[src/pae_pkg.sv]
`timescale 1ns / 1ps
`default_nettype none
package pae_pkg;

    localparam int VERTEX_BITS_DEF = 32;
    localparam int QUEUE_DEPTH_DEF = 2;
    localparam int HANDLE_BITS     = 32;
    localparam int MODE_BITS       = 4;
    localparam int TOPO_BITS       = 3;
    localparam int KIND_BITS       = 3;
    localparam int STEP_BITS       = 3;
    localparam int POS_BITS        = 2;
    localparam int USER_BITS       = 5;

    localparam logic [MODE_BITS-1:0] MODE_POINTS = 4'd0;
    localparam logic [MODE_BITS-1:0] MODE_LINES  = 4'd1;
    localparam logic [MODE_BITS-1:0] MODE_LSTRIP = 4'd2;
    localparam logic [MODE_BITS-1:0] MODE_LOOP   = 4'd3;
    localparam logic [MODE_BITS-1:0] MODE_TRIS   = 4'd4;
    localparam logic [MODE_BITS-1:0] MODE_TSTRIP = 4'd5;
    localparam logic [MODE_BITS-1:0] MODE_QSTRIP = 4'd6;
    localparam logic [MODE_BITS-1:0] MODE_FAN    = 4'd7;
    localparam logic [MODE_BITS-1:0] MODE_QUADS  = 4'd8;

    localparam logic [TOPO_BITS-1:0] TOPO_POINT_LIST = 3'd0;
    localparam logic [TOPO_BITS-1:0] TOPO_LINE_LIST  = 3'd1;
    localparam logic [TOPO_BITS-1:0] TOPO_LINE_STRIP = 3'd2;
    localparam logic [TOPO_BITS-1:0] TOPO_TRI_LIST   = 3'd3;
    localparam logic [TOPO_BITS-1:0] TOPO_TRI_STRIP  = 3'd4;

    localparam logic [KIND_BITS-1:0] K_NONE = 3'd0;
    localparam logic [KIND_BITS-1:0] K_PASS = 3'd1;
    localparam logic [KIND_BITS-1:0] K_END  = 3'd2;
    localparam logic [KIND_BITS-1:0] K_LOOP = 3'd3;
    localparam logic [KIND_BITS-1:0] K_FAN  = 3'd4;
    localparam logic [KIND_BITS-1:0] K_QUAD = 3'd5;

    typedef struct packed {
        logic [KIND_BITS-1:0] kind;
        logic [TOPO_BITS-1:0] topo;
    } t_job_ctl;

    function automatic logic [TOPO_BITS-1:0] topo_of(input logic [MODE_BITS-1:0] mode);
        logic [TOPO_BITS-1:0] t;
        unique case (mode)
            MODE_POINTS: t = TOPO_POINT_LIST;
            MODE_LINES:  t = TOPO_LINE_LIST;
            MODE_LSTRIP: t = TOPO_LINE_STRIP;
            MODE_LOOP:   t = TOPO_LINE_STRIP;
            MODE_TRIS:   t = TOPO_TRI_LIST;
            MODE_TSTRIP: t = TOPO_TRI_STRIP;
            MODE_QSTRIP: t = TOPO_TRI_STRIP;
            default:     t = TOPO_TRI_LIST;
        endcase
        return t;
    endfunction

endpackage
`default_nettype wire

[src/pae_front.sv]
`timescale 1ns / 1ps
`default_nettype none
module pae_front import pae_pkg::*; #(
    parameter int VERTEX_BITS = VERTEX_BITS_DEF
) (
    input  wire logic                   i_clk,
    input  wire logic                   i_rst_n,
    input  wire logic                   i_cfg_valid,
    input  wire logic [MODE_BITS-1:0]   i_cfg_data,
    input  wire logic                   i_item_valid,
    input  wire logic                   i_cmd,
    input  wire logic [HANDLE_BITS-1:0] i_handle,
    output logic                        o_item_ready,
    input  wire logic                   i_push_ready,
    output logic                        o_push_valid,
    output t_job_ctl                    o_ctl,
    output logic [VERTEX_BITS-1:0]      o_va,
    output logic [VERTEX_BITS-1:0]      o_vb,
    output logic [VERTEX_BITS-1:0]      o_vc,
    output logic [VERTEX_BITS-1:0]      o_vd
);

    logic [MODE_BITS-1:0]   r_mode;
    logic [POS_BITS-1:0]    r_span_pos;
    logic [POS_BITS-1:0]    n_span_pos;
    logic [VERTEX_BITS-1:0] r_first;
    logic [VERTEX_BITS-1:0] r_prev;
    logic [VERTEX_BITS-1:0] r_quad0;
    logic [VERTEX_BITS-1:0] r_quad1;
    logic [VERTEX_BITS-1:0] r_quad2;
    logic [VERTEX_BITS-1:0] v;
    logic [KIND_BITS-1:0]   kind;
    logic                   take;
    logic                   pass_mode;

    assign v            = VERTEX_BITS'(i_handle);
    assign take         = i_item_valid & i_push_ready;
    assign o_item_ready = i_push_ready;
    assign pass_mode    = (r_mode <= MODE_QSTRIP);

    always_comb begin
        kind       = K_NONE;
        o_va       = r_first;
        o_vb       = r_prev;
        o_vc       = v;
        o_vd       = v;
        n_span_pos = r_span_pos;
        priority if (i_cmd) begin
            kind       = (r_mode == MODE_LOOP && r_span_pos >= 2'd2) ? K_LOOP : K_END;
            n_span_pos = '0;
        end else if (pass_mode) begin
            kind = K_PASS;
            o_va = v;
            if (r_span_pos != 2'd3) begin
                n_span_pos = r_span_pos + 2'd1;
            end
        end else if (r_mode == MODE_FAN) begin
            if (r_span_pos >= 2'd2) begin
                kind       = K_FAN;
                n_span_pos = 2'd3;
            end else begin
                n_span_pos = r_span_pos + 2'd1;
            end
        end else if (r_mode == MODE_QUADS) begin
            if (r_span_pos == 2'd3) begin
                kind       = K_QUAD;
                o_va       = r_quad0;
                o_vb       = r_quad1;
                o_vc       = r_quad2;
                n_span_pos = '0;
            end else begin
                n_span_pos = r_span_pos + 2'd1;
            end
        end else begin
            // unknown modes drop every vertex
            kind = K_NONE;
        end
    end

    assign o_ctl.kind   = kind;
    assign o_ctl.topo   = topo_of(r_mode);
    assign o_push_valid = i_item_valid & (kind != K_NONE);

    always_ff @(posedge i_clk) begin
        if (!i_rst_n) begin
            r_mode     <= MODE_TRIS;
            r_span_pos <= '0;
        end else if (i_cfg_valid) begin
            r_mode     <= i_cfg_data;
            r_span_pos <= '0;
        end else if (take) begin
            r_span_pos <= n_span_pos;
        end
    end

    always_ff @(posedge i_clk) begin
        if (take && !i_cmd) begin
            if ((pass_mode || r_mode == MODE_FAN) && r_span_pos == 2'd0) begin
                r_first <= v;
            end
            if (r_mode == MODE_FAN && r_span_pos != 2'd0) begin
                r_prev <= v;
            end
            if (r_mode == MODE_QUADS) begin
                if (r_span_pos == 2'd0) begin
                    r_quad0 <= v;
                end
                if (r_span_pos == 2'd1) begin
                    r_quad1 <= v;
                end
                if (r_span_pos == 2'd2) begin
                    r_quad2 <= v;
                end
            end
        end
    end

endmodule
`default_nettype wire

[src/pae_queue.sv]
`timescale 1ns / 1ps
`default_nettype none
module pae_queue import pae_pkg::*; #(
    parameter int WIDTH = 8,
    parameter int DEPTH = QUEUE_DEPTH_DEF
) (
    input  wire logic             i_clk,
    input  wire logic             i_rst_n,
    input  wire logic             i_push,
    input  wire logic [WIDTH-1:0] i_data,
    output logic                  o_ready,
    output logic                  o_valid,
    output logic [WIDTH-1:0]      o_data,
    input  wire logic             i_pop
);

    localparam int PW = (DEPTH > 1) ? $clog2(DEPTH) : 1;
    localparam int CW = $clog2(DEPTH + 1);

    logic [WIDTH-1:0] r_mem [DEPTH];
    logic [PW-1:0]    r_wr;
    logic [PW-1:0]    r_rd;
    logic [CW-1:0]    r_count;
    logic             push_ok;
    logic             pop_ok;

    assign o_ready = (r_count != CW'(DEPTH));
    assign o_valid = (r_count != '0);
    assign o_data  = r_mem[r_rd];
    assign push_ok = i_push & o_ready;
    assign pop_ok  = i_pop & o_valid;

    always_ff @(posedge i_clk) begin
        if (!i_rst_n) begin
            r_wr    <= '0;
            r_rd    <= '0;
            r_count <= '0;
        end else begin
            if (push_ok) begin
                r_wr <= (r_wr == PW'(DEPTH - 1)) ? '0 : r_wr + 1'b1;
            end
            if (pop_ok) begin
                r_rd <= (r_rd == PW'(DEPTH - 1)) ? '0 : r_rd + 1'b1;
            end
            if (push_ok && !pop_ok) begin
                r_count <= r_count + 1'b1;
            end else if (pop_ok && !push_ok) begin
                r_count <= r_count - 1'b1;
            end
        end
    end

    always_ff @(posedge i_clk) begin
        if (push_ok) begin
            r_mem[r_wr] <= i_data;
        end
    end

endmodule
`default_nettype wire

[src/pae_back.sv]
`timescale 1ns / 1ps
`default_nettype none
module pae_back import pae_pkg::*; #(
    parameter int VERTEX_BITS = VERTEX_BITS_DEF
) (
    input  wire logic                   i_clk,
    input  wire logic                   i_rst_n,
    input  wire logic                   i_job_valid,
    input  wire t_job_ctl               i_ctl,
    input  wire logic [VERTEX_BITS-1:0] i_va,
    input  wire logic [VERTEX_BITS-1:0] i_vb,
    input  wire logic [VERTEX_BITS-1:0] i_vc,
    input  wire logic [VERTEX_BITS-1:0] i_vd,
    output logic                        o_job_pop,
    output logic                        o_m_valid,
    input  wire logic                   i_m_ready,
    output logic [HANDLE_BITS-1:0]      o_m_vertex,
    output logic [USER_BITS-1:0]        o_m_user,
    output logic                        o_m_last
);

    logic [STEP_BITS-1:0]   r_step;
    logic                   r_valid;
    logic [HANDLE_BITS-1:0] r_vertex;
    logic [USER_BITS-1:0]   r_user;
    logic                   r_last;
    logic [VERTEX_BITS-1:0] sel;
    logic                   has;
    logic                   endm;
    logic                   fin;
    logic                   load;

    always_comb begin
        sel  = '0;
        has  = 1'b1;
        endm = 1'b0;
        fin  = 1'b0;
        unique case (i_ctl.kind)
            K_PASS: begin
                sel = i_va;
                fin = 1'b1;
            end
            K_END: begin
                has  = 1'b0;
                endm = 1'b1;
                fin  = 1'b1;
            end
            K_LOOP: begin
                if (r_step == '0) begin
                    sel = i_va;
                end else begin
                    has  = 1'b0;
                    endm = 1'b1;
                    fin  = 1'b1;
                end
            end
            K_FAN: begin
                unique case (r_step)
                    3'd0:    sel = i_va;
                    3'd1:    sel = i_vb;
                    default: sel = i_vc;
                endcase
                fin = (r_step == 3'd2);
            end
            K_QUAD: begin
                unique case (r_step)
                    3'd0:    sel = i_va;
                    3'd1:    sel = i_vb;
                    3'd2:    sel = i_vc;
                    3'd3:    sel = i_va;
                    3'd4:    sel = i_vc;
                    default: sel = i_vd;
                endcase
                fin = (r_step == 3'd5);
            end
            default: begin
                has = 1'b0;
                fin = 1'b1;
            end
        endcase
    end

    assign load      = i_job_valid & (!r_valid | i_m_ready);
    assign o_job_pop = load & fin;

    always_ff @(posedge i_clk) begin
        if (!i_rst_n) begin
            r_valid <= 1'b0;
            r_step  <= '0;
        end else begin
            if (load) begin
                r_valid <= 1'b1;
                r_step  <= fin ? '0 : r_step + 1'b1;
            end else if (i_m_ready) begin
                r_valid <= 1'b0;
            end
        end
    end

    always_ff @(posedge i_clk) begin
        if (load) begin
            r_vertex <= HANDLE_BITS'(sel);
            r_user   <= {endm, i_ctl.topo, has};
            r_last   <= fin;
        end
    end

    assign o_m_valid  = r_valid;
    assign o_m_vertex = r_vertex;
    assign o_m_user   = r_user;
    assign o_m_last   = r_last;

endmodule
`default_nettype wire

[src/primitive_assembly_expander.sv]
// the first result of an item passes the job queue and then the output register
// one result per cycle through the single output register unless the output stalls,
//   so one item per cycle in pass-through modes, 3 results per fan vertex, 6 per quad
// a two-entry job queue lets the front keep taking items while the output is stalled
// reset: synchronous active low; mode returns to triangles, span position and queue clear
`timescale 1ns / 1ps
`default_nettype none
module primitive_assembly_expander import pae_pkg::*; #(
    parameter int VERTEX_BITS = VERTEX_BITS_DEF,
    parameter int QUEUE_DEPTH = QUEUE_DEPTH_DEF
) (
    input  wire logic                   i_clk,
    input  wire logic                   i_rst_n,
    input  wire logic                   i_cfg_valid,
    output logic                        o_cfg_ready,
    input  wire logic [MODE_BITS-1:0]   i_cfg_data,   // primitive_mode
    input  wire logic                   i_s_tvalid,
    output logic                        o_s_tready,
    input  wire logic [HANDLE_BITS-1:0] i_s_tdata,    // vertex_handle
    input  wire logic                   i_s_tuser,    // cmd
    output logic                        o_m_tvalid,
    input  wire logic                   i_m_tready,
    output logic [HANDLE_BITS-1:0]      o_m_tdata,    // out_vertex
    output logic [USER_BITS-1:0]        o_m_tuser,    // span_end, topology[2:0], has_vertex
    output logic                        o_m_tlast
);

    localparam int QW = 4 * VERTEX_BITS + $bits(t_job_ctl);

    t_job_ctl               f_ctl;
    t_job_ctl               q_ctl;
    logic [VERTEX_BITS-1:0] f_va, f_vb, f_vc, f_vd;
    logic [VERTEX_BITS-1:0] q_va, q_vb, q_vc, q_vd;
    logic                   push_valid;
    logic                   push_ready;
    logic                   job_valid;
    logic                   job_pop;
    logic [QW-1:0]          q_out;

    assign o_cfg_ready = 1'b1;

    pae_front #(
        .VERTEX_BITS(VERTEX_BITS)
    ) u_front (
        .i_clk        (i_clk),
        .i_rst_n      (i_rst_n),
        .i_cfg_valid  (i_cfg_valid),
        .i_cfg_data   (i_cfg_data),
        .i_item_valid (i_s_tvalid),
        .i_cmd        (i_s_tuser),
        .i_handle     (i_s_tdata),
        .o_item_ready (o_s_tready),
        .i_push_ready (push_ready),
        .o_push_valid (push_valid),
        .o_ctl        (f_ctl),
        .o_va         (f_va),
        .o_vb         (f_vb),
        .o_vc         (f_vc),
        .o_vd         (f_vd)
    );

    pae_queue #(
        .WIDTH(QW),
        .DEPTH(QUEUE_DEPTH)
    ) u_queue (
        .i_clk   (i_clk),
        .i_rst_n (i_rst_n),
        .i_push  (push_valid),
        .i_data  ({f_ctl, f_va, f_vb, f_vc, f_vd}),
        .o_ready (push_ready),
        .o_valid (job_valid),
        .o_data  (q_out),
        .i_pop   (job_pop)
    );

    assign {q_ctl, q_va, q_vb, q_vc, q_vd} = q_out;

    pae_back #(
        .VERTEX_BITS(VERTEX_BITS)
    ) u_back (
        .i_clk       (i_clk),
        .i_rst_n     (i_rst_n),
        .i_job_valid (job_valid),
        .i_ctl       (q_ctl),
        .i_va        (q_va),
        .i_vb        (q_vb),
        .i_vc        (q_vc),
        .i_vd        (q_vd),
        .o_job_pop   (job_pop),
        .o_m_valid   (o_m_tvalid),
        .i_m_ready   (i_m_tready),
        .o_m_vertex  (o_m_tdata),
        .o_m_user    (o_m_tuser),
        .o_m_last    (o_m_tlast)
    );

endmodule
`default_nettype wire

[config.mk]
export PLATFORM = sky130hd
export DESIGN_NAME = primitive_assembly_expander
export DESIGN_NICKNAME = d
export VERILOG_FILES = /design/src/pae_pkg.sv /design/src/pae_front.sv /design/src/pae_queue.sv /design/src/pae_back.sv /design/src/primitive_assembly_expander.sv
export SDC_FILE = /design/constraint.sdc
export NUM_CORES = 1
export LEC_CHECK = 0
export ABC_AREA = 1
export ABC_CLOCK_PERIOD_IN_PS = 15900
export BUFFER_PORTS_ARGS = -buffer_cell sky130_fd_sc_hd__clkbuf_2
export CORE_MARGIN = 2
export CORE_UTILIZATION = 45
export DETAILED_ROUTE_END_ITERATION = 7
export SYNTH_ARGS = -nofsm -noshare
export SYNTH_HDL_FRONTEND = slang
export SYNTH_SLANG_ARGS = --single-unit
[constraint.sdc]
create_clock -name i_clk -period 15.9 [get_ports i_clk]
set_input_delay 2.385 -clock i_clk [delete_from_list [all_inputs] [get_ports i_clk]]
set_output_delay 2.385 -clock i_clk [all_outputs]
set_load 0.05 [all_outputs]
==> metrics, run 1 <==
Critical Path End Type=flop; FF+latch area=0.0143 mm2; Port Buffer Count=81; Critical Path RT=16.09 ns; gpl congestion=0.765; reg2reg start=u_front.r_mode[3]$_SDFFE_PN0P_; Setup Skew=0.0141 ns; Max Fclk=0.201 GHz; Hold EP=u_queue.r_count[1]$_SDFFE_PN0P_; WP buf/inv=4; Final Hold Viols=0; ys flop type=edfxtp_1; MaxCap Viol Count=0; vias=12300; Die X=214 um; htree depth=2; Synthesized Nets=1609; Worst-Skew Late Latency=0.58 ns; initial DRC count=944; critical-path cell list=clkbuf_2 -> inv_1 -> nand4_1 -> nand2_1 -> nor2_4 -> buf_4 -> buf_4; post-DP HPWL=23400 um; Startpoint Class=input pin; wirelength, routed=47100 um; root buffer cell=clkbuf_16; DR vias/cell=5.47; share of Yosys cell area claimed by the top area cell type=0.707; crit path max fanout=69; RSZ-0062 raised after global routing=false; Largest delay share family, worst path=buffers and inverters; Seq/Total Area, Yosys=0.722; Peak VDD IR=0.149 mV; maximum root-to-sink buffer count=3; CP arrival=5.16 ns; Fillers=3617; Synth Area per Inst=12.7 um2; global route overflow=0; CTS clock-pin slew for the worst setup and hold paths=0.06 ns; drc violations=0; Top cell by count, worst path=buf_4; pin count of the biggest net entering global routing=135; TNS Setup=0 ns; Yosys reg bits=481; PD cells=190 mW/mm2; Async S/R FF share, synth=0; Post-synth top cells=edfxtp_1 (466), nand2_1 (400), nor2_1 (137); worst hold stages=2; CTS tree=yes; gr usage total=0.210; Worst path max stage delay=0.92 ns; origin of the worst min-delay path=u_queue.r_count[1]$_SDFFE_PN0P_; initial antenna violation count=2; Tcrit/Tclk final=0.313; DIE AREA=0.0457 mm2; final count of pins violating max slew=0; Multi-input gate area=0.00499 mm2; vias in the first global route=12200; leading area contributor after synthesis=edfxtp_1; Post-Synthesis Cells=1557; minimum hold slack=0.482 ns; Routed wire per std cell=20.8 um; setup violators final=0; clock sink count=481; WS Path Type=in -> reg; nets=1689; area grow syn2layout=12.9%; Post-synth EDFFs=466; FF-to-FF path depth=8; Reg2Reg Capture Point=u_queue.r_mem[1][119]$_DFFE_PP_; Core Region=0.0433 mm2; slowest CP cell=buf_4; first-pass GRT wire length=71100 um; Post-DRT Antenna Nets=0; post-CTS setup repair buffer count=0; DRT Pass-1 Iters=5; Ys Warns=0; slew margin rel.=0.326; Tmin final=4.97 ns; Hold Path Class=reg -> reg; outcome=completed; slew of the pin with the lowest slew margin=1.01 ns; most numerous cell in the Yosys netlist=edfxtp_1; cells taking the most area after synthesis=edfxtp_1 (71%), nand2_1 (7.6%), mux2_2 (3.4%); # rows=76; share of cells above drive strength 1=0.154; Leak=8.24 nW; hold_buf cts=0; initial core utilization=0.457; CTS buffer count=50; post-synth cell types=41; num ports=83; die extent in y=214 um; Post-Syn Area=0.0198 mm2; reg-to-reg slack, setup=11.93 ns; post_cts resized=0
[sequential cells by signal, indices dropped and copies added, names as in the netlist, 2 cells and up, named ones only]
register            flops
u_front.r_span_pos      2
u_front.r_first        32
u_front.r_quad2        32
u_queue.r_count         2
u_back.o_m_user         5
u_back.o_m_vertex      32
u_front.r_quad1        32
u_front.r_quad0        32
u_front.r_prev         32
u_queue.r_mem         268
u_back.r_step           3
u_front.r_mode          4
[through the flow]
step                total power (W)  instance area (um2)  std cells   util  setup slack [ns]
global route                0.00446                22300       2258  0.516             10.74
floorplan                   0.00272                19800       1557      -              7.02
global placement            0.00313                20800       2170  0.481             10.37
detailed placement          0.00316                20800       2170  0.481             10.31
CTS                         0.00427                22300       2258  0.516             10.91
finish                      0.00424                22300       2259  0.516             10.93
[logic make-up after synthesis]
| group | synth area share |
|---|---|
| AOI/OAI and AO/OA | 0.0532 |
| xor gates and xnor gates | 0.000885 |
| and+or+nand+nor | 0.136 |
| muxes | 0.0526 |
| other | 0.000189 |
| DFF | 0.722 |
| buffers and inverters | 0.0290 |
| adders and majority gates | 0.00632 |
[cells in the final DEF (no fill, tap or decap), types with 2 or more instances in the layout]
master and n:
bufinv_16 2, o211ai_2 5, or2_2 2, nor2_4 6, nor3_2 2, o22ai_1 31, buf_4 22, inv_2 6
nand2_1 400, nand4_1 20, inv_1 44, edfxtp_1 466, clkinv_2 9, nor2_1 131, dfxtp_1 14, mux2_1 5
a31oi_1 16, mux2i_1 32, o21ai_1 24, a21oi_1 28, clkbuf_16 53, clkbuf_1 14, clkinv_1 9, ha_1 10
nand3_1 90, clkbuf_2 81, o211ai_1 11, o21ai_0 61, xor2_1 2, mux2_2 59
[power by group]
group	switching [W]	internal, W
clock	0.000464	0.000641
sequential	0.0000654	0.00161
combinational	0.00112	0.000340
[layout make-up]
cell class | instances | area share
flip-flops and latches | 481 | 0.640
multi-input cells | 949 | 0.223
clock buffers | 68 | 0.0623
well taps | 585 | 0.0328
repair buffers | 104 | 0.0264
inverters | 51 | 0.00862
clock inverters | 20 | 0.00638
diodes | 1 | 0.000112
[per-layer routing]
layer,track usage,share of wire,vias up
met5,0,0.00055,-
met4,0.0661,0.022,4
met3,0.0391,0.068,86
met2,0.351,0.48,412
met1,0.281,0.42,6103
li1,-,-,5741
[how the worst max path moves through the flow]
stage / start / end / depth (start not counted)
final: i_s_tuser / u_queue.r_mem[1][119]$_DFFE_PP_ / 7
after global routing: i_s_tuser / u_queue.r_mem[1][15]$_DFFE_PP_ / 7
after CTS: i_s_tuser / u_queue.r_mem[1][47]$_DFFE_PP_ / 7
after global placement: i_s_tuser / u_queue.r_mem[1][6]$_DFFE_PP_ / 7
after detailed placement: i_s_tuser / u_queue.r_mem[1][23]$_DFFE_PP_ / 7
after floorplan: i_s_tuser / u_queue.r_mem[1][0]$_DFFE_PP_ / 4
[worst register-to-register path, cell delays in order, from the launching register on]
cell and delay [ns]:
dfxtp_1 0.50, nand3_1 0.25, inv_1 0.21, nand2_1 0.27, nand4_1 0.18, nand2_1 0.18, nor2_4 0.21, buf_4 0.79
buf_4 0.95
No activity file was read; power rests on OpenSTA's default activity.
==> run 2, diff against run 1 <==
Settings changed: ABC_CLOCK_PERIOD_IN_PS 15900 to 4800.
Clock period 15.9 ns to 4.8 ns, I/O delays scaled along.
==> run 2 against run 1 <==
  * First-iteration DRC count fell by 3.8%
  * Count of clock-buffer cells in the layout grew 1
  * Register-to-register slack worse by 10 ns
  * Sequential power rose to 3.3 times the previous value
  * Setup slack got worse by 9.2 ns
  * Clock skew increased by 0.0050 ns
  * Worst hold slack lost 0.13 ns
  * Global-route usage down 0.40 points
  * Critical path type is now reg -> reg
==> metrics, run 2 (synthesis results as in run 1) <==
root buffer cell=clkbuf_16 (unchanged); Critical Path RT=5.22 ns (was 16.09 ns); setup violators final=0 (unchanged); WP buf/inv=2 (was 4); CP arrival=3.52 ns (was 5.16 ns); slew margin rel.=0.167 (was 0.326); Max Fclk=0.323 GHz; max FFs per register=268 (unchanged); Tcrit/Tclk final=0.645; RSZ-0062 raised after global routing=false (unchanged); gr usage total=0.206 (was 0.210); minimum hold slack=0.356 ns (was 0.482 ns); post-CTS setup repair buffer count=0 (unchanged); Largest delay share family, worst path=buffers and inverters (unchanged); commonest non-fill, non-tap cell in the layout=edfxtp_1 (unchanged); DIE AREA=0.0457 mm2 (unchanged); global route overflow=0 (unchanged); vias in the first global route=12300 (was 12200); Core Region=0.0433 mm2 (unchanged); post-DP HPWL=24200 um (was 23400 um); Final Hold Viols=0 (unchanged); met1 GRT Util=0.277 (was 0.281); Post-DRT Antenna Nets=0 (unchanged); wirelength, routed=46600 um (was 47100 um); num ports=83 (unchanged); slew of the pin with the lowest slew margin=1.25 ns (was 1.01 ns); first-pass GRT wire length=70300 um (was 71100 um); critical-path cell list=buf_4 -> nand2_1 -> nand2_1 -> nand3_1 -> buf_4 -> a21oi_1 -> o21ai_1 -> nand3_1 (was clkbuf_2 -> inv_1 -> nand4_1 -> nand2_1 -> nor2_4 -> buf_4 -> buf_4); Startpoint Class=flop (was input pin); initial DRC count=908 (was 944); Placed Area=0.0208 mm2 (about the same); PD cells=631 mW/mm2 (was 190 mW/mm2); # rows=76 (unchanged); Port Buffer Count=81 (unchanged); initial antenna violation count=2 (unchanged); met3 layer usage reported by global route=0.0347 (was 0.0391); share of cells above drive strength 1=0.157 (was 0.154); htree depth=2 (unchanged); Routed wire per std cell=20.6 um (was 20.8 um); Tmin final=3.10 ns; nets=1689 (unchanged); Peak VDD IR=0.503 mV (was 0.149 mV); WS Path Type=reg -> reg (was in -> reg); DR vias/cell=5.44 (was 5.47); Setup Skew=0.0191 ns (was 0.0141 ns); CTS buffer count=50 (unchanged); GR peak layer=met2 (unchanged); FF-to-FF path depth=8 (unchanged); Fillers=3594 (was 3617); clock sink count=481 (unchanged); Leak=8.29 nW (was 8.24 nW); CTS clock-pin slew for the worst setup and hold paths=0.06 ns (about the same); Worst path max stage delay=0.71 ns (was 0.92 ns); vias=12300 (about the same); drc violations=0 (unchanged); die extent in y=214 um (unchanged); initial core utilization=0.457 (unchanged); commonest cells after routing, fill and taps aside=edfxtp_1 (466), nand2_1 (400), nor2_1 (131) (unchanged); Worst path depth=8 (was 7); outcome=completed (unchanged); TNS Setup=0 ns (unchanged); # placed instances=2170 (unchanged); Critical Path End Type=flop (unchanged); area grow syn2layout=13.4% (was 12.9%); Worst-Skew Late Latency=0.59 ns (was 0.58 ns); pin count of the biggest net entering global routing=135 (unchanged); slowest CP cell=buf_4 (unchanged); gpl congestion=0.774 (was 0.765); fin area=0.0225 mm2 (was 0.0223 mm2); GRT met2 Usage=0.346 (was 0.351); Hold Path Class=in -> reg (was reg -> reg); Finished Layout Cells=2264 (was 2259); DRT Pass-1 Iters=5 (unchanged); Die X=214 um (unchanged); worst hold stages=3 (was 2); MaxCap Viol Count=0 (unchanged); hold_buf cts=0 (unchanged); final count of pins violating max slew=0 (unchanged); crit path max fanout=64 (was 69); post_cts resized=0 (unchanged); CTS tree=yes (unchanged); largest reg by FF count=u_queue.r_mem (unchanged); maximum root-to-sink buffer count=3 (unchanged)
==> run 2: cell count changes in the layout (fill, tap and decap cells not counted), sizes merged <==
cell,delta
bufinv,+2
clkbuf,+1
clkinv,+2
==> run 2: cell type report <==
type	instances	area, um2	share of cell area
inverter	51	193	0.00858
tap	585	732	0.0326
clock inverter	24	216	0.00964
timing repair buffer	104	603	0.0269
multi-input combinational	949	4990	0.222
sequential	481	14300	0.637
clock buffer	69	1420	0.0631
antenna	1	2.50	0.000111
==> run 2: worst register-to-register path, stage by stage, from the launching register on <==
cell     delay, ns
dfxtp_4       0.35
buf_4         0.71
nand2_1       0.12
nand2_1       0.19
nand3_1       0.65
buf_4         0.53
a21oi_1       0.19
o21ai_1       0.10
nand3_1       0.12
==> run 2: worst paths after layout <==
| kind | startpoint | end | slack [ns] |
|---|---|---|---|
| hold reg to reg | u_back.o_m_valid$_SDFFE_PN0P_ | u_back.o_m_valid$_SDFFE_PN0P_ | 0.49 |
| setup reg to reg | flop | u_back.o_m_vertex[26]$_DFFE_PP_ | 1.70 |
| hold / removal | i_cfg_data[2] | u_front.r_mode[2]$_SDFFE_PN1P_ | 0.36 |
| setup / recovery | flop | u_back.o_m_vertex[26]$_DFFE_PP_ | 1.70 |
==> run 2: routing by layer <==
layer	share of wire	wire, um
met1	0.43	20000
met4	0.020	915
met5	0.00032	15
met3	0.063	2920
met2	0.49	22800
==> run 2: metrics by stage <==
step | util | worst slack [ns] | power (W)
2_1_floorplan | - | -0.242 | 0.00897
3_3_place_gp | 0.481 | 1.83 | 0.0103
3_5_place_dp | 0.481 | 1.79 | 0.0104
4_1_cts | 0.519 | 1.75 | 0.0142
5_1_grt | 0.519 | 1.56 | 0.0149
6_report | 0.519 | 1.70 | 0.0142
==> run 2: power breakdown <==
part / switching, W / internal [W] / total (W)
Sequential: 0.000197 / 0.00532 / 0.00552
Combinational: 0.00368 / 0.00112 / 0.00480
Clock: 0.00157 / 0.00228 / 0.00384
==> run 3, diff against run 2 <==
Settings changed: ABC_CLOCK_PERIOD_IN_PS 4800 to 3100.
Clock period 4.8 ns to 3.1 ns, I/O delays scaled along.
==> run 3 against run 2 <==
  * Clock skew shrank 0.012 ns
  * Non-clock buffer count grew 15
  * Setup slack got worse by 1.0 ns
  * Routed wire length increased by 0.73%
  * Design area up 0.85%
  * Sequential cell count unchanged
  * Critical path type unchanged
  * Total power grew 55%
  * Largest power group unchanged
  * Die area stayed put
  * Utilization grew 0.44 points
  * Global-route usage grew 0.36 points
  * Via count barely moved
  * Combinational power grew 61%
==> metrics, run 3 (synthesis results as in run 1) <==
initial DRC count=913 (was 908); pin count of the biggest net entering global routing=132 (was 135); reg2reg start=u_front.r_mode[3]$_SDFFE_PN0P_; share of cells above drive strength 1=0.167 (was 0.157); nets=1704 (was 1689); first-pass GRT wire length=71600 um (was 70300 um); setup violators final=0 (unchanged); clock sink count=481 (unchanged); crit path max fanout=50 (was 64); gpl congestion=0.837 (was 0.774); RSZ-0062 raised after global routing=false (unchanged); DRT Pass-1 Iters=5 (unchanged); max FFs per register=268 (unchanged); die extent in y=214 um (unchanged); drc violations=0 (unchanged); maximum root-to-sink buffer count=3 (unchanged); FF-to-FF path depth=7 (was 8); gr usage total=0.210 (was 0.206); vias=12300 (about the same); Routed wire per std cell=20.6 um (about the same); global route overflow=0 (unchanged); initial antenna violation count=3 (was 2); Final Hold Viols=0 (unchanged); htree depth=2 (unchanged); Tcrit/Tclk final=0.780 (was 0.645); commonest non-fill, non-tap cell in the layout=edfxtp_1 (unchanged); CTS clock-pin slew for the worst setup and hold paths=0.06 ns (about the same); CP arrival=2.65 ns (was 3.52 ns); Post-DRT Antenna Nets=0 (unchanged); largest reg by FF count=u_queue.r_mem (unchanged); Peak VDD IR=0.689 mV (was 0.503 mV); CP endpoint=u_queue.r_mem[1][1]$_DFFE_PP_ (was u_back.o_m_vertex[26]$_DFFE_PP_); Tot Pwr=0.0220 W (was 0.0142 W); reg-to-reg slack, setup=0.68 ns (was 1.70 ns); root buffer cell=clkbuf_16 (unchanged); Setup Skew=0.00732 ns (was 0.0191 ns); DR vias/cell=5.41 (was 5.44); Reg2Reg Capture Point=u_queue.r_mem[1][1]$_DFFE_PP_ (was u_back.o_m_vertex[26]$_DFFE_PP_); wirelength, routed=47000 um (was 46600 um); Hold Path Class=in -> reg (unchanged); initial core utilization=0.457 (unchanged); Tmin final=2.42 ns (was 3.10 ns); CTS tree=yes (unchanged); outcome=completed (unchanged); # rows=76 (unchanged); vias in the first global route=12300 (about the same); DIE AREA=0.0457 mm2 (unchanged); Flop pwr share=0.387 (was 0.390); WS Path Type=reg -> reg (unchanged); Startpoint Class=flop (unchanged); launch point of the worst path=u_front.r_mode[3]$_SDFFE_PN0P_; PD cells=971 mW/mm2 (was 631 mW/mm2); Max Fclk=0.414 GHz (was 0.323 GHz); P_int=0.0136 W (was 0.00872 W); hold_buf cts=0 (unchanged); clock share of power=0.263 (was 0.271); commonest cells after routing, fill and taps aside=edfxtp_1 (466), nand2_1 (397), nor2_1 (131) (was edfxtp_1 (466), nand2_1 (400), nor2_1 (131)); switching power=0.00840 W (was 0.00544 W); post-DP HPWL=25700 um (was 24200 um); Finished Layout Cells=2276 (was 2264); slew margin rel.=0.441 (was 0.167); Port Buffer Count=81 (unchanged); Logic pwr share=0.350 (was 0.339); Die X=214 um (unchanged); Worst-Skew Late Latency=0.57 ns (was 0.59 ns); post_cts resized=0 (unchanged); MaxCap Viol Count=0 (unchanged); final count of pins violating max slew=0 (unchanged); Sw Ratio=0.382 (was 0.384); slew of the pin with the lowest slew margin=0.830 ns (was 1.25 ns); CTS buffer count=50 (unchanged); Critical Path End Type=flop (unchanged); Leak=8.38 nW (was 8.29 nW); area grow syn2layout=14.4% (was 13.4%); num ports=83 (unchanged); post-CTS setup repair buffer count=0 (unchanged); Core Region=0.0433 mm2 (unchanged); Critical Path RT=3.33 ns (was 5.22 ns); # placed instances=2185 (was 2170)
[run 3: worst max-delay path, stage by stage (launching register included)]
cell and delay, ns:
dfxtp_1 0.47, nand3_1 0.22, inv_1 0.21, nand2_2 0.17, nand4_1 0.14, nand2_2 0.12
nor2_4 0.36, buf_12 0.35
[run 3: worst min-delay path by stage]
| stage | from | to | slack, ns | cells past startpoint |
|---|---|---|---|---|
| global route | i_cfg_data[2] | u_front.r_mode[2]$_SDFFE_PN1P_ | 0.14 | 3 |
| finish | i_cfg_data[2] | u_front.r_mode[2]$_SDFFE_PN1P_ | 0.12 | 3 |
| detailed placement | u_queue.r_count[1]$_SDFFE_PN0P_ | u_queue.r_count[1]$_SDFFE_PN0P_ | 0.48 | 2 |
| global placement | u_queue.r_count[1]$_SDFFE_PN0P_ | u_queue.r_count[1]$_SDFFE_PN0P_ | 0.48 | 2 |
| CTS | i_cfg_data[2] | u_front.r_mode[2]$_SDFFE_PN1P_ | 0.1 | 3 |
| floorplan | u_queue.r_count[1]$_SDFFE_PN0P_ | u_queue.r_count[1]$_SDFFE_PN0P_ | 0.46 | 2 |
[run 3: through the flow]
| step | setup WS (ns) | cell area [um2] | TNS, ns | hold slack (ns) | util |
|---|---|---|---|---|---|
| 2_1_floorplan | -0.555 | 19800 | -130.40 | 0.459 | - |
| 3_3_place_gp | 0.742 | 21100 | 0 | 0.475 | 0.487 |
| 3_5_place_dp | 0.697 | 21100 | 0 | 0.481 | 0.487 |
| 4_1_cts | 0.682 | 22600 | 0 | 0.0995 | 0.523 |
| 5_1_grt | 0.472 | 22600 | 0 | 0.142 | 0.523 |
| 6_report | 0.682 | 22600 | 0 | 0.121 | 0.523 |
[run 3: cell type report]
type	instances	area, um2
Fill cell	3632	20600
Clock inverter	18	128
Timing Repair Buffer	119	828
Tap cell	585	732
Inverter	51	193
Clock buffer	72	1460
Multi-Input combinational cell	949	5000
Antenna cell	1	2.50
Sequential cell	481	14300
[run 3: routing by layer]
layer / track usage / up-vias / part of all wire
met3: 0.0388 / 101 / 0.072
met4: 0.0714 / 2 / 0.025
met5: 0 / - / 0.00017
met2: 0.344 / 427 / 0.48
met1: 0.284 / 6017 / 0.42
li1: - / 5761 / -
[run 3: power groups by stage]
| stage | logic, W | registers, W | clock network (W) |
|---|---|---|---|
| after floorplan | 0.00436 | 0.00951 | 0 |
| after global placement | 0.00754 | 0.00863 | 0 |
| after detailed placement | 0.00768 | 0.00864 | 0 |
| after CTS | 0.00771 | 0.00851 | 0.00589 |
| after global routing | 0.00838 | 0.00857 | 0.00614 |
| final | 0.00771 | 0.00851 | 0.00578 |
